--- config.mk ---
export PLATFORM = sky130hd
export DESIGN_NAME = sprite_rle_line_decoder_flat
export DESIGN_NICKNAME = d
export VERILOG_FILES = /design/src/rtl/core/srld_pkg.sv /design/src/rtl/core/srld_if.sv /design/src/rtl/core/srld_parser.sv /design/src/rtl/core/sprite_rle_line_decoder.sv /design/src/flat_wrapper.sv
export SDC_FILE = /design/constraint.sdc
export NUM_CORES = 1
export LEC_CHECK = 0
export ABC_CLOCK_PERIOD_IN_PS = 6400
export BUFFER_PORTS_ARGS = -buffer_cell sky130_fd_sc_hd__buf_2
export CAP_MARGIN = 40
export CORE_MARGIN = 2
export CORE_UTILIZATION = 53
export DETAILED_ROUTE_END_ITERATION = 6
export GPL_ROUTABILITY_DRIVEN = 1
export GPL_TIMING_DRIVEN = 0
export HOLD_SLACK_MARGIN = 0.05
export PLACE_DENSITY = 0.74
export SLEW_MARGIN = 20
export SYNTH_ARGS = -nofsm -noshare
export SYNTH_HDL_FRONTEND = slang
export SYNTH_HIERARCHICAL = 1
export SYNTH_SLANG_ARGS = --single-unit
--- constraint.sdc ---
create_clock -name clk -period 6.4 [get_ports clk]
set_input_delay 0.32 -clock clk [delete_from_list [all_inputs] [get_ports clk]]
set_output_delay 0.32 -clock clk [all_outputs]
set_load 0.01 [all_outputs]
--- src/rtl/core/srld_pkg.sv ---
// Shared types, constants and codes of the sprite run-length line decoder.
`default_nettype none

package srld_pkg;

    localparam int DIM_BITS = 10;
    localparam int CNT_W = (DIM_BITS > 8) ? DIM_BITS : 8;

    localparam int PADDR_W = 4;
    localparam int ADDR_LSB = 2;
    localparam int REG_IDX_W = 2;

    localparam logic [REG_IDX_W-1:0] REG_SPRITE_WIDTH = 2'd0;
    localparam logic [REG_IDX_W-1:0] REG_SPRITE_HEIGHT = 2'd1;
    localparam logic [REG_IDX_W-1:0] REG_TRANSPARENT_COLOR = 2'd2;

    localparam logic [7:0] CODE_FILL = 8'hFF;
    localparam logic [7:0] CODE_PIXEL = 8'hFE;
    localparam logic [7:0] CODE_MULTI = 8'hFD;
    localparam logic [7:0] CODE_END = 8'hFC;

    localparam logic [1:0] ST_RUNNING = 2'd0;
    localparam logic [1:0] ST_FINISHED = 2'd1;
    localparam logic [1:0] ST_EARLY_END = 2'd2;
    localparam logic [1:0] ST_BAD_MODE = 2'd3;

    typedef enum logic [5:0] {
        PH_MODE       = 6'b000001,
        PH_DATA       = 6'b000010,
        PH_ESC_COUNT  = 6'b000100,
        PH_ESC_COLOR  = 6'b001000,
        PH_PAIR_COLOR = 6'b010000,
        PH_DONE       = 6'b100000
    } phase_t;

    typedef enum logic [1:0] {
        LM_NONE    = 2'd0,
        LM_PIXEL   = 2'd1,
        LM_MULTI   = 2'd2,
        LM_UNKNOWN = 2'd3
    } line_mode_t;

    typedef struct packed {
        logic [DIM_BITS-1:0] sprite_width;
        logic [DIM_BITS-1:0] sprite_height;
        logic [7:0]          transparent_color;
    } cfg_t;

    typedef struct packed {
        logic [DIM_BITS-1:0] run_row;
        logic [DIM_BITS-1:0] run_column;
        logic [DIM_BITS-1:0] run_length;
        logic [7:0]          run_color;
        logic                sprite_done;
        logic [1:0]          decode_status;
    } run_t;

endpackage

`default_nettype wire

--- src/rtl/core/srld_if.sv ---
// Handshake interfaces for the byte stream and the run results.
`default_nettype none

interface srld_byte_if;
    logic       valid;
    logic       ready;
    logic [7:0] stream_byte;
    logic       first_byte;
    logic       last_byte;

    modport source (output valid, output stream_byte, output first_byte,
                    output last_byte, input ready);
    modport sink (input valid, input stream_byte, input first_byte,
                  input last_byte, output ready);
endinterface

interface srld_run_if;
    import srld_pkg::*;

    logic                valid;
    logic                ready;
    logic [DIM_BITS-1:0] run_row;
    logic [DIM_BITS-1:0] run_column;
    logic [DIM_BITS-1:0] run_length;
    logic [7:0]          run_color;
    logic                sprite_done;
    logic [1:0]          decode_status;

    modport source (output valid, output run_row, output run_column, output run_length,
                    output run_color, output sprite_done, output decode_status,
                    input ready);
    modport sink (input valid, input run_row, input run_column, input run_length,
                  input run_color, input sprite_done, input decode_status,
                  output ready);
endinterface

`default_nettype wire

--- src/rtl/core/srld_parser.sv ---
// Byte parser: holds the decode state and forms at most one clipped run per accepted item.
`default_nettype none

module srld_parser (
    input  wire logic           clk,
    input  wire logic           rst_n,
    input  wire logic           accept,
    input  wire logic [7:0]     stream_byte,
    input  wire logic           first_byte,
    input  wire logic           last_byte,
    input  wire srld_pkg::cfg_t cfg,
    output srld_pkg::run_t      result,
    output logic                emit
);
    import srld_pkg::*;

    phase_t              phase_reg, phase_next, cur_phase;
    line_mode_t          mode_reg, mode_next, cur_mode;
    logic [7:0]          held_reg, held_next, cur_held;
    logic [DIM_BITS-1:0] col_reg, col_next, cur_col;
    logic [DIM_BITS-1:0] row_reg, row_next, cur_row;

    logic                empty;
    logic [DIM_BITS-1:0] avail;
    logic                do_fill;
    logic                do_put;
    logic [7:0]          put_count;
    logic [7:0]          put_color;
    logic [DIM_BITS-1:0] run_n;
    logic                done;
    logic [1:0]          status;

    always_comb
    begin
        cur_phase = first_byte ? PH_MODE : phase_reg;
        cur_mode  = first_byte ? LM_NONE : mode_reg;
        cur_held  = first_byte ? 8'd0 : held_reg;
        cur_col   = first_byte ? '0 : col_reg;
        cur_row   = first_byte ? '0 : row_reg;

        phase_next = cur_phase;
        mode_next  = cur_mode;
        held_next  = cur_held;
        col_next   = cur_col;
        row_next   = cur_row;

        empty = (cfg.sprite_width == '0) || (cfg.sprite_height == '0);
        avail = ((cur_row >= cfg.sprite_height) || (cur_col >= cfg.sprite_width)) ?
                '0 : cfg.sprite_width - cur_col;

        do_fill   = 1'b0;
        do_put    = 1'b0;
        put_count = 8'd0;
        put_color = 8'd0;
        run_n     = '0;
        done      = 1'b0;
        status    = ST_RUNNING;
        result    = '0;

        if (cur_phase != PH_DONE)
        begin
            if (empty)
            begin
                done   = 1'b1;
                status = ST_FINISHED;
            end
            else
            begin
                unique case (cur_phase)
                    PH_MODE:
                    begin
                        if (stream_byte == CODE_END)
                        begin
                            done   = 1'b1;
                            status = ST_FINISHED;
                        end
                        else if (stream_byte == CODE_FILL)
                        begin
                            do_fill = 1'b1;
                        end
                        else
                        begin
                            mode_next  = (stream_byte == CODE_PIXEL) ? LM_PIXEL :
                                         (stream_byte == CODE_MULTI) ? LM_MULTI : LM_UNKNOWN;
                            phase_next = PH_DATA;
                        end
                    end
                    PH_DATA:
                    begin
                        if (stream_byte == CODE_FILL)
                        begin
                            do_fill = 1'b1;
                        end
                        else if (cur_mode == LM_PIXEL)
                        begin
                            if (stream_byte == CODE_PIXEL)
                            begin
                                phase_next = PH_ESC_COUNT;
                            end
                            else
                            begin
                                do_put    = 1'b1;
                                put_count = 8'd1;
                                put_color = stream_byte;
                            end
                        end
                        else if (cur_mode == LM_MULTI)
                        begin
                            held_next  = stream_byte;
                            phase_next = PH_PAIR_COLOR;
                        end
                        else
                        begin
                            done   = 1'b1;
                            status = ST_BAD_MODE;
                        end
                    end
                    PH_ESC_COUNT:
                    begin
                        held_next  = stream_byte;
                        phase_next = PH_ESC_COLOR;
                    end
                    PH_ESC_COLOR, PH_PAIR_COLOR:
                    begin
                        do_put     = 1'b1;
                        put_count  = cur_held;
                        put_color  = stream_byte;
                        phase_next = PH_DATA;
                    end
                    default:
                    begin
                    end
                endcase

                if (do_fill)
                begin
                    run_n      = avail;
                    col_next   = '0;
                    row_next   = cur_row + 1'b1;
                    phase_next = PH_MODE;
                    result.run_color = cfg.transparent_color;
                    if (row_next >= cfg.sprite_height)
                    begin
                        done   = 1'b1;
                        status = ST_FINISHED;
                    end
                end
                else if (do_put)
                begin
                    run_n = (CNT_W'(put_count) < CNT_W'(avail)) ?
                            DIM_BITS'(put_count) : avail;
                    col_next = cur_col + run_n;
                    result.run_color = put_color;
                end

                if (do_fill || do_put)
                begin
                    result.run_row    = cur_row;
                    result.run_column = cur_col;
                    result.run_length = run_n;
                end

                if (!done && last_byte)
                begin
                    done   = 1'b1;
                    status = (phase_next == PH_MODE) ? ST_FINISHED : ST_EARLY_END;
                end
            end

            if (done)
            begin
                phase_next = PH_DONE;
            end
        end

        result.sprite_done   = done;
        result.decode_status = status;
        emit = (cur_phase != PH_DONE) && (done || (run_n != '0));
    end

    always_ff @(posedge clk or negedge rst_n)
    begin
        if (!rst_n)
        begin
            phase_reg <= PH_MODE;
            mode_reg  <= LM_NONE;
            held_reg  <= 8'd0;
            col_reg   <= '0;
            row_reg   <= '0;
        end
        else if (accept)
        begin
            phase_reg <= phase_next;
            mode_reg  <= mode_next;
            held_reg  <= held_next;
            col_reg   <= col_next;
            row_reg   <= row_next;
        end
    end

endmodule

`default_nettype wire

--- src/rtl/core/sprite_rle_line_decoder.sv ---
// Top level of the sprite run-length line decoder with its register port.
//
// The stream channel takes one encoded byte per item, tagged first_byte and
// last_byte. Each accepted item updates the parser and gives zero or one run
// item on the runs channel: row, start column, clipped length and color, with
// sprite_done and decode_status on the item that ends the sprite.
// A run item goes into the output register, or into the skid register if
// that is held. One byte is accepted every cycle while the receiver keeps up.
// Results pass through an output register and a one-entry skid register; the
// stream side drops ready only while the skid register is full, so a stalled
// receiver holds the stream after at most one extra item that gives a run.
// Registers sprite_width (0x0), sprite_height (0x4) and transparent_color
// (0x8) are written over APB; the user must write them only while no sprite
// item is in flight, which the block does not enforce. Reset clears them, the
// parse state and both valid flags; the decoder then awaits a line mode byte.
`default_nettype none

module sprite_rle_line_decoder (
    input  wire logic                          clk,
    input  wire logic                          rst_n,
    srld_byte_if.sink                          stream,
    srld_run_if.source                         runs,
    input  wire logic                          psel,
    input  wire logic                          penable,
    input  wire logic                          pwrite,
    input  wire logic [srld_pkg::PADDR_W-1:0]  paddr,
    input  wire logic [31:0]                   pwdata,
    output logic      [31:0]                   prdata,
    output logic                               pready
);
    import srld_pkg::*;

    cfg_t                 cfg_reg;
    logic [REG_IDX_W-1:0] reg_idx;
    logic                 cfg_write;

    logic accept;
    logic emit;
    run_t result;

    logic out_valid_reg, out_valid_next;
    logic skid_valid_reg, skid_valid_next;
    run_t out_reg, out_next;
    run_t skid_reg, skid_next;
    logic take;

    assign pready    = 1'b1;
    assign reg_idx   = paddr[ADDR_LSB +: REG_IDX_W];
    assign cfg_write = psel && penable && pwrite && pready;

    always_ff @(posedge clk or negedge rst_n)
    begin
        if (!rst_n)
        begin
            cfg_reg <= '0;
        end
        else if (cfg_write)
        begin
            unique case (reg_idx)
                REG_SPRITE_WIDTH:      cfg_reg.sprite_width <= pwdata[DIM_BITS-1:0];
                REG_SPRITE_HEIGHT:     cfg_reg.sprite_height <= pwdata[DIM_BITS-1:0];
                REG_TRANSPARENT_COLOR: cfg_reg.transparent_color <= pwdata[7:0];
                default:
                begin
                end
            endcase
        end
    end

    always_comb
    begin
        prdata = '0;
        unique case (reg_idx)
            REG_SPRITE_WIDTH:      prdata = 32'(cfg_reg.sprite_width);
            REG_SPRITE_HEIGHT:     prdata = 32'(cfg_reg.sprite_height);
            REG_TRANSPARENT_COLOR: prdata = 32'(cfg_reg.transparent_color);
            default:               prdata = '0;
        endcase
    end

    assign stream.ready = !skid_valid_reg;
    assign accept       = stream.valid && !skid_valid_reg;

    srld_parser u_parser (
        .clk         (clk),
        .rst_n       (rst_n),
        .accept      (accept),
        .stream_byte (stream.stream_byte),
        .first_byte  (stream.first_byte),
        .last_byte   (stream.last_byte),
        .cfg         (cfg_reg),
        .result      (result),
        .emit        (emit)
    );

    assign take = out_valid_reg && runs.ready;

    always_comb
    begin
        out_valid_next  = out_valid_reg;
        skid_valid_next = skid_valid_reg;
        out_next        = out_reg;
        skid_next       = skid_reg;

        if (!out_valid_reg || take)
        begin
            if (skid_valid_reg)
            begin
                out_next        = skid_reg;
                out_valid_next  = 1'b1;
                skid_valid_next = 1'b0;
            end
            else if (accept && emit)
            begin
                out_next       = result;
                out_valid_next = 1'b1;
            end
            else
            begin
                out_valid_next = 1'b0;
            end
        end
        else if (accept && emit)
        begin
            skid_next       = result;
            skid_valid_next = 1'b1;
        end
    end

    always_ff @(posedge clk or negedge rst_n)
    begin
        if (!rst_n)
        begin
            out_valid_reg  <= 1'b0;
            skid_valid_reg <= 1'b0;
        end
        else
        begin
            out_valid_reg  <= out_valid_next;
            skid_valid_reg <= skid_valid_next;
        end
    end

    always_ff @(posedge clk)
    begin
        out_reg  <= out_next;
        skid_reg <= skid_next;
    end

    assign runs.valid         = out_valid_reg;
    assign runs.run_row       = out_reg.run_row;
    assign runs.run_column    = out_reg.run_column;
    assign runs.run_length    = out_reg.run_length;
    assign runs.run_color     = out_reg.run_color;
    assign runs.sprite_done   = out_reg.sprite_done;
    assign runs.decode_status = out_reg.decode_status;

endmodule

`default_nettype wire
--- src/flat_wrapper.sv ---
// flat-port wrapper written by rule: the top's interface ports become plain ports
module sprite_rle_line_decoder_flat import srld_pkg::*;
  (clk, rst_n, psel, penable, pwrite, paddr, pwdata, prdata, pready, stream_valid, stream_stream_byte, stream_first_byte, stream_last_byte, stream_ready, runs_valid, runs_run_row, runs_run_column, runs_run_length, runs_run_color, runs_sprite_done, runs_decode_status, runs_ready);
  srld_byte_if stream_i ();
  srld_run_if runs_i ();
  input  wire logic clk;
  input  wire logic rst_n;
  input  wire logic psel;
  input  wire logic penable;
  input  wire logic pwrite;
  input  wire logic [srld_pkg::PADDR_W-1:0] paddr;
  input  wire logic [31:0] pwdata;
  output logic      [31:0] prdata;
  output logic pready;
  input wire logic [$bits(stream_i.valid)-1:0] stream_valid;
  input wire logic [$bits(stream_i.stream_byte)-1:0] stream_stream_byte;
  input wire logic [$bits(stream_i.first_byte)-1:0] stream_first_byte;
  input wire logic [$bits(stream_i.last_byte)-1:0] stream_last_byte;
  output wire logic [$bits(stream_i.ready)-1:0] stream_ready;
  output wire logic [$bits(runs_i.valid)-1:0] runs_valid;
  output wire logic [$bits(runs_i.run_row)-1:0] runs_run_row;
  output wire logic [$bits(runs_i.run_column)-1:0] runs_run_column;
  output wire logic [$bits(runs_i.run_length)-1:0] runs_run_length;
  output wire logic [$bits(runs_i.run_color)-1:0] runs_run_color;
  output wire logic [$bits(runs_i.sprite_done)-1:0] runs_sprite_done;
  output wire logic [$bits(runs_i.decode_status)-1:0] runs_decode_status;
  input wire logic [$bits(runs_i.ready)-1:0] runs_ready;
  assign stream_i.valid = stream_valid;
  assign stream_i.stream_byte = stream_stream_byte;
  assign stream_i.first_byte = stream_first_byte;
  assign stream_i.last_byte = stream_last_byte;
  assign stream_ready = stream_i.ready;
  assign runs_valid = runs_i.valid;
  assign runs_run_row = runs_i.run_row;
  assign runs_run_column = runs_i.run_column;
  assign runs_run_length = runs_i.run_length;
  assign runs_run_color = runs_i.run_color;
  assign runs_sprite_done = runs_i.sprite_done;
  assign runs_decode_status = runs_i.decode_status;
  assign runs_i.ready = runs_ready;
  sprite_rle_line_decoder u_core (.clk(clk), .rst_n(rst_n), .stream(stream_i), .runs(runs_i), .psel(psel), .penable(penable), .pwrite(pwrite), .paddr(paddr), .pwdata(pwdata), .prdata(prdata), .pready(pready));
endmodule
==> out/summary.md <==
The flow ran to the end, and the final reports show no timing, DRC or antenna violations. The flip-flop and latch count after synthesis was 148. The worst hold path class is in2reg.

Global routing finished with a remaining overflow of 0. Cell taking the most area after synthesis: edfxtp_1. In this run, CTS created clock tree buffers numbering 17.

The die covers 17900 µm². The tools report the half-perimeter wire length after placement as 16800 µm. The number of enable flip-flop cells after synthesis was 82; the leakage power was 0.00472 µW.

The leading cell type by number of instances after synthesis is edfxtp_1. The total number of clock tree sinks came out at 148. Global routing consumed, over all layers together, 25.7% of the routing resources. The first global-routing pass estimated 35400 µm of wire. Across the run, the number of max-cap violations was 0. The tools report the final instance area as 10700 µm². Data on the critical path is required at its endpoint by 6730 ps.

The run gives 0 as the number of remaining DRC errors. The average detailed-routed wire length per instance is 19.0 µm. Once placement finished, the instance area stood at 9760 µm². Final count of hold timing violations: 0. The fraction of final layout cells sized beyond drive strength 1 is 28.5%. The primary flip-flop cell chosen by synthesis mapping is edfxtp_1.

After synthesis, the cell types taking the most area are edfxtp_1, dfrtp_1, mux2_2, ha_1, o21ai_0. Clock tree synthesis selected as its root buffer the cell clkbuf_16. For this configuration, the core starts out at a cell density of 54.0%. Synthesis handed over a netlist of 843 instances. The die outline width was 134 µm; the post-placement worst setup slack was -1550 ps. After clock tree synthesis, the clock-pin slew on the worst setup and hold paths is 60 ps. For the largest net degree at the start of global routing, the log shows 39. The worst hold slack was 124 ps. The total of endpoints with negative setup slack in the final report came out at 0.

Among all stages on the critical path, the largest delay is contributed by fa_2. Total core area: 16500 µm². Static timing analysis puts the maximum clock frequency at 161 MHz. The longest clock path from root to sink contains 2 buffers. The logs give 1075 for the post-layout net count and 0.224 mV for the maximum VDD drop.

The count of nets left with antenna violations once routing finished came out at 0. The clock period could shrink to 6200 ps. At the pin with the least slew margin, the transition time is 670 ps. Before antenna repair, the detailed router went through 6 iterations. The register with the most flip-flops in the layout has 41 of them. The congestion estimate from routability-driven global placement came to 0.927. Yosys mapped the design onto 73 distinct sky130hd cell types.

The tools report the clock share of power as 32.0%. The number of vias per cell is 5.86, and the post-synthesis instance area is 8930 µm². For this run, the number of Yosys warnings is 6. For the final setup slack of the worst path, the log shows 201 ps. TritonCTS built the clock tree. The clock tree synthesis step divided the H-tree into 4 levels.

Share of Yosys cell area claimed by the top area cell type: 27.6%. The category of the critical setup timing path was in2reg. The final-report max-slew violation count was 0.

After synthesis, the most frequently instantiated cells are edfxtp_1, mux2_2, dfrtp_1. The largest single stage delay on the critical path is 410 ps. Headroom to the max-slew limit came out at 55.0%. Of the total power, the share spent switching nets is 32.6%. Wire length after detailed routing: 22900 µm. The share of flip-flops with an asynchronous set or reset is 44.6%, and the largest fanout on the critical path is 13. The number of antenna violations at the first check in global routing came out at 0. The power density normalized to cell area was 304 nW/µm². The insertion delay of the later-clocked pin in the worst-skew pair was 440 ps; the portion of total power attributed to combinational logic was 31.0%. In this run the core area contains 47 standard-cell rows. In this run, flip-flops and latches consume 37.0% of the power.

After the first detailed-routing iteration, the DRC count stood at 619. Averaged over all synthesized cells, the footprint is 10.6 µm². The worst hold path cell count was 2; the number of top-level design ports was 129.

The worst setup path is captured at a flip-flop. Launching element type of the critical path: an input port. The final setup skew is 7.93 ps, and the die height is 134 µm. Buffers placed on the I/O ports in this run total 80. For this design the total switching power over the nets is 1060 µW. From synthesis to final layout, the design area changed by 19.5%. The signal arrival time at the worst endpoint came out at 6530 ps.

0 antenna diodes ended up in the layout. The worst register-to-register path has a depth of 29. The routed layout has 7070 vias. Of the available clock period, the critical path in the final layout requires 96.9%. Internal power comes to 2180 µW. Sequential cells were found to cover 46.1% of the synthesized design area. Number of global-route vias before repair: 6663.
## cell usage in the layout, fill, tap and decap left out, types with 36 or more instances in the layout
cell type / Yosys / layout
buf_2: 13 / 89
a21oi_1: 38 / 36
nor2_1: 56 / 53
nand2_1: 60 / 55
dfrtp_1: 65 / 65
inv_1: 45 / 44
edfxtp_1: 82 / 82
o21ai_0: 53 / 52
mux2_2: 70 / 70
ha_1: 47 / 37
## kinds of logic (layout without fill, tap and decap cells)
logic type | Yosys count | after routing | synth area share [%]
other | 3 | 24 | 0.126
XOR/XNOR | 24 | 24 | 2.35
AO/OA/AOI/OAI | 195 | 195 | 14.7
adder cells (fa/ha/maj) | 49 | 49 | 7.03
AND/OR/NAND/NOR | 231 | 231 | 13.2
buffers and inverters | 107 | 229 | 5.83
multiplexers | 86 | 86 | 10.6
flip-flops | 148 | 148 | 46.1
## worst max-delay path: cells and delay by family
family	cells	cell delay [ps]
adders and majority gates	4	1200
and+or+nand+nor	9	1280
AOI/OAI and AO/OA	12	2350
muxes	1	130
buffers and inverters	8	1220
## cell type report
cell class,instances,area (µm²)
Multi-Input combinational cell,609,4580
Timing Repair Buffer,91,532
Inverter,45,169
Tap cell,220,275
Clock buffer,23,533
Fill cell,1326,5850
Buffer,61,378
Sequential cell,148,4120
Clock inverter,9,86.3
## through the flow
step | setup TNS, ps | utilization (%) | instances | power (µW)
5_1_grt | -38.2 | 64.6 | 1206 | 3400
6_report | 0 | 64.6 | 1206 | 3240
3_5_place_dp | -70900 | 59.1 | 1167 | 2090
4_1_cts | 0 | 63.4 | 1204 | 3160
2_1_floorplan | 0 | - | 864 | 1830
3_3_place_gp | -153820 | 58.7 | 1164 | 2070
## power groups by stage
stage | clock (µW) | combinational (µW) | sequential (µW)
2_1_floorplan | 0 | 624 | 1210
3_3_place_gp | 0 | 858 | 1210
3_5_place_dp | 0 | 874 | 1210
4_1_cts | 1050 | 914 | 1200
5_1_grt | 1100 | 1090 | 1210
6_report | 1040 | 1000 | 1200
## metal layers
layer | vias to the layer above | global-route usage (%) | part of all wire [%]
li1 | 3321 | - | -
met1 | 3434 | 35.0 | 44
met2 | 273 | 41.4 | 47
met3 | 42 | 4.72 | 6.2
met4 | 0 | 9.34 | 2.5
met5 | - | 0 | 0
## final timing paths
path | start | end | slack, ps
worst min-delay path | pwdata[8] | u_core/cfg_reg[16] | 120
min in group asynchronous | rst_n | u_core/u_parser/row_reg[6] | 350
worst max register to register | u_core/u_parser/row_reg[6] | u_core/u_parser/col_reg[6] | 230
worst max-delay path | stream_first_byte | u_core/u_parser/col_reg[6] | 200
worst min register to register | u_core/u_parser/col_reg[6] | u_core/u_parser/col_reg[6] | 480
max in group asynchronous | rst_n | u_core/u_parser/held_reg[3] | 5500
## repair_timing
action / CTS / global route
buffers inserted: 5 / 1
setup endpoints to repair: 90 / 30
resized for setup: 15 / 33
pin swaps: 5 / 8
hold buffers: 1 / 0
hold endpoints to repair: 27 / 0
Power figures use the tool's default switching activity.
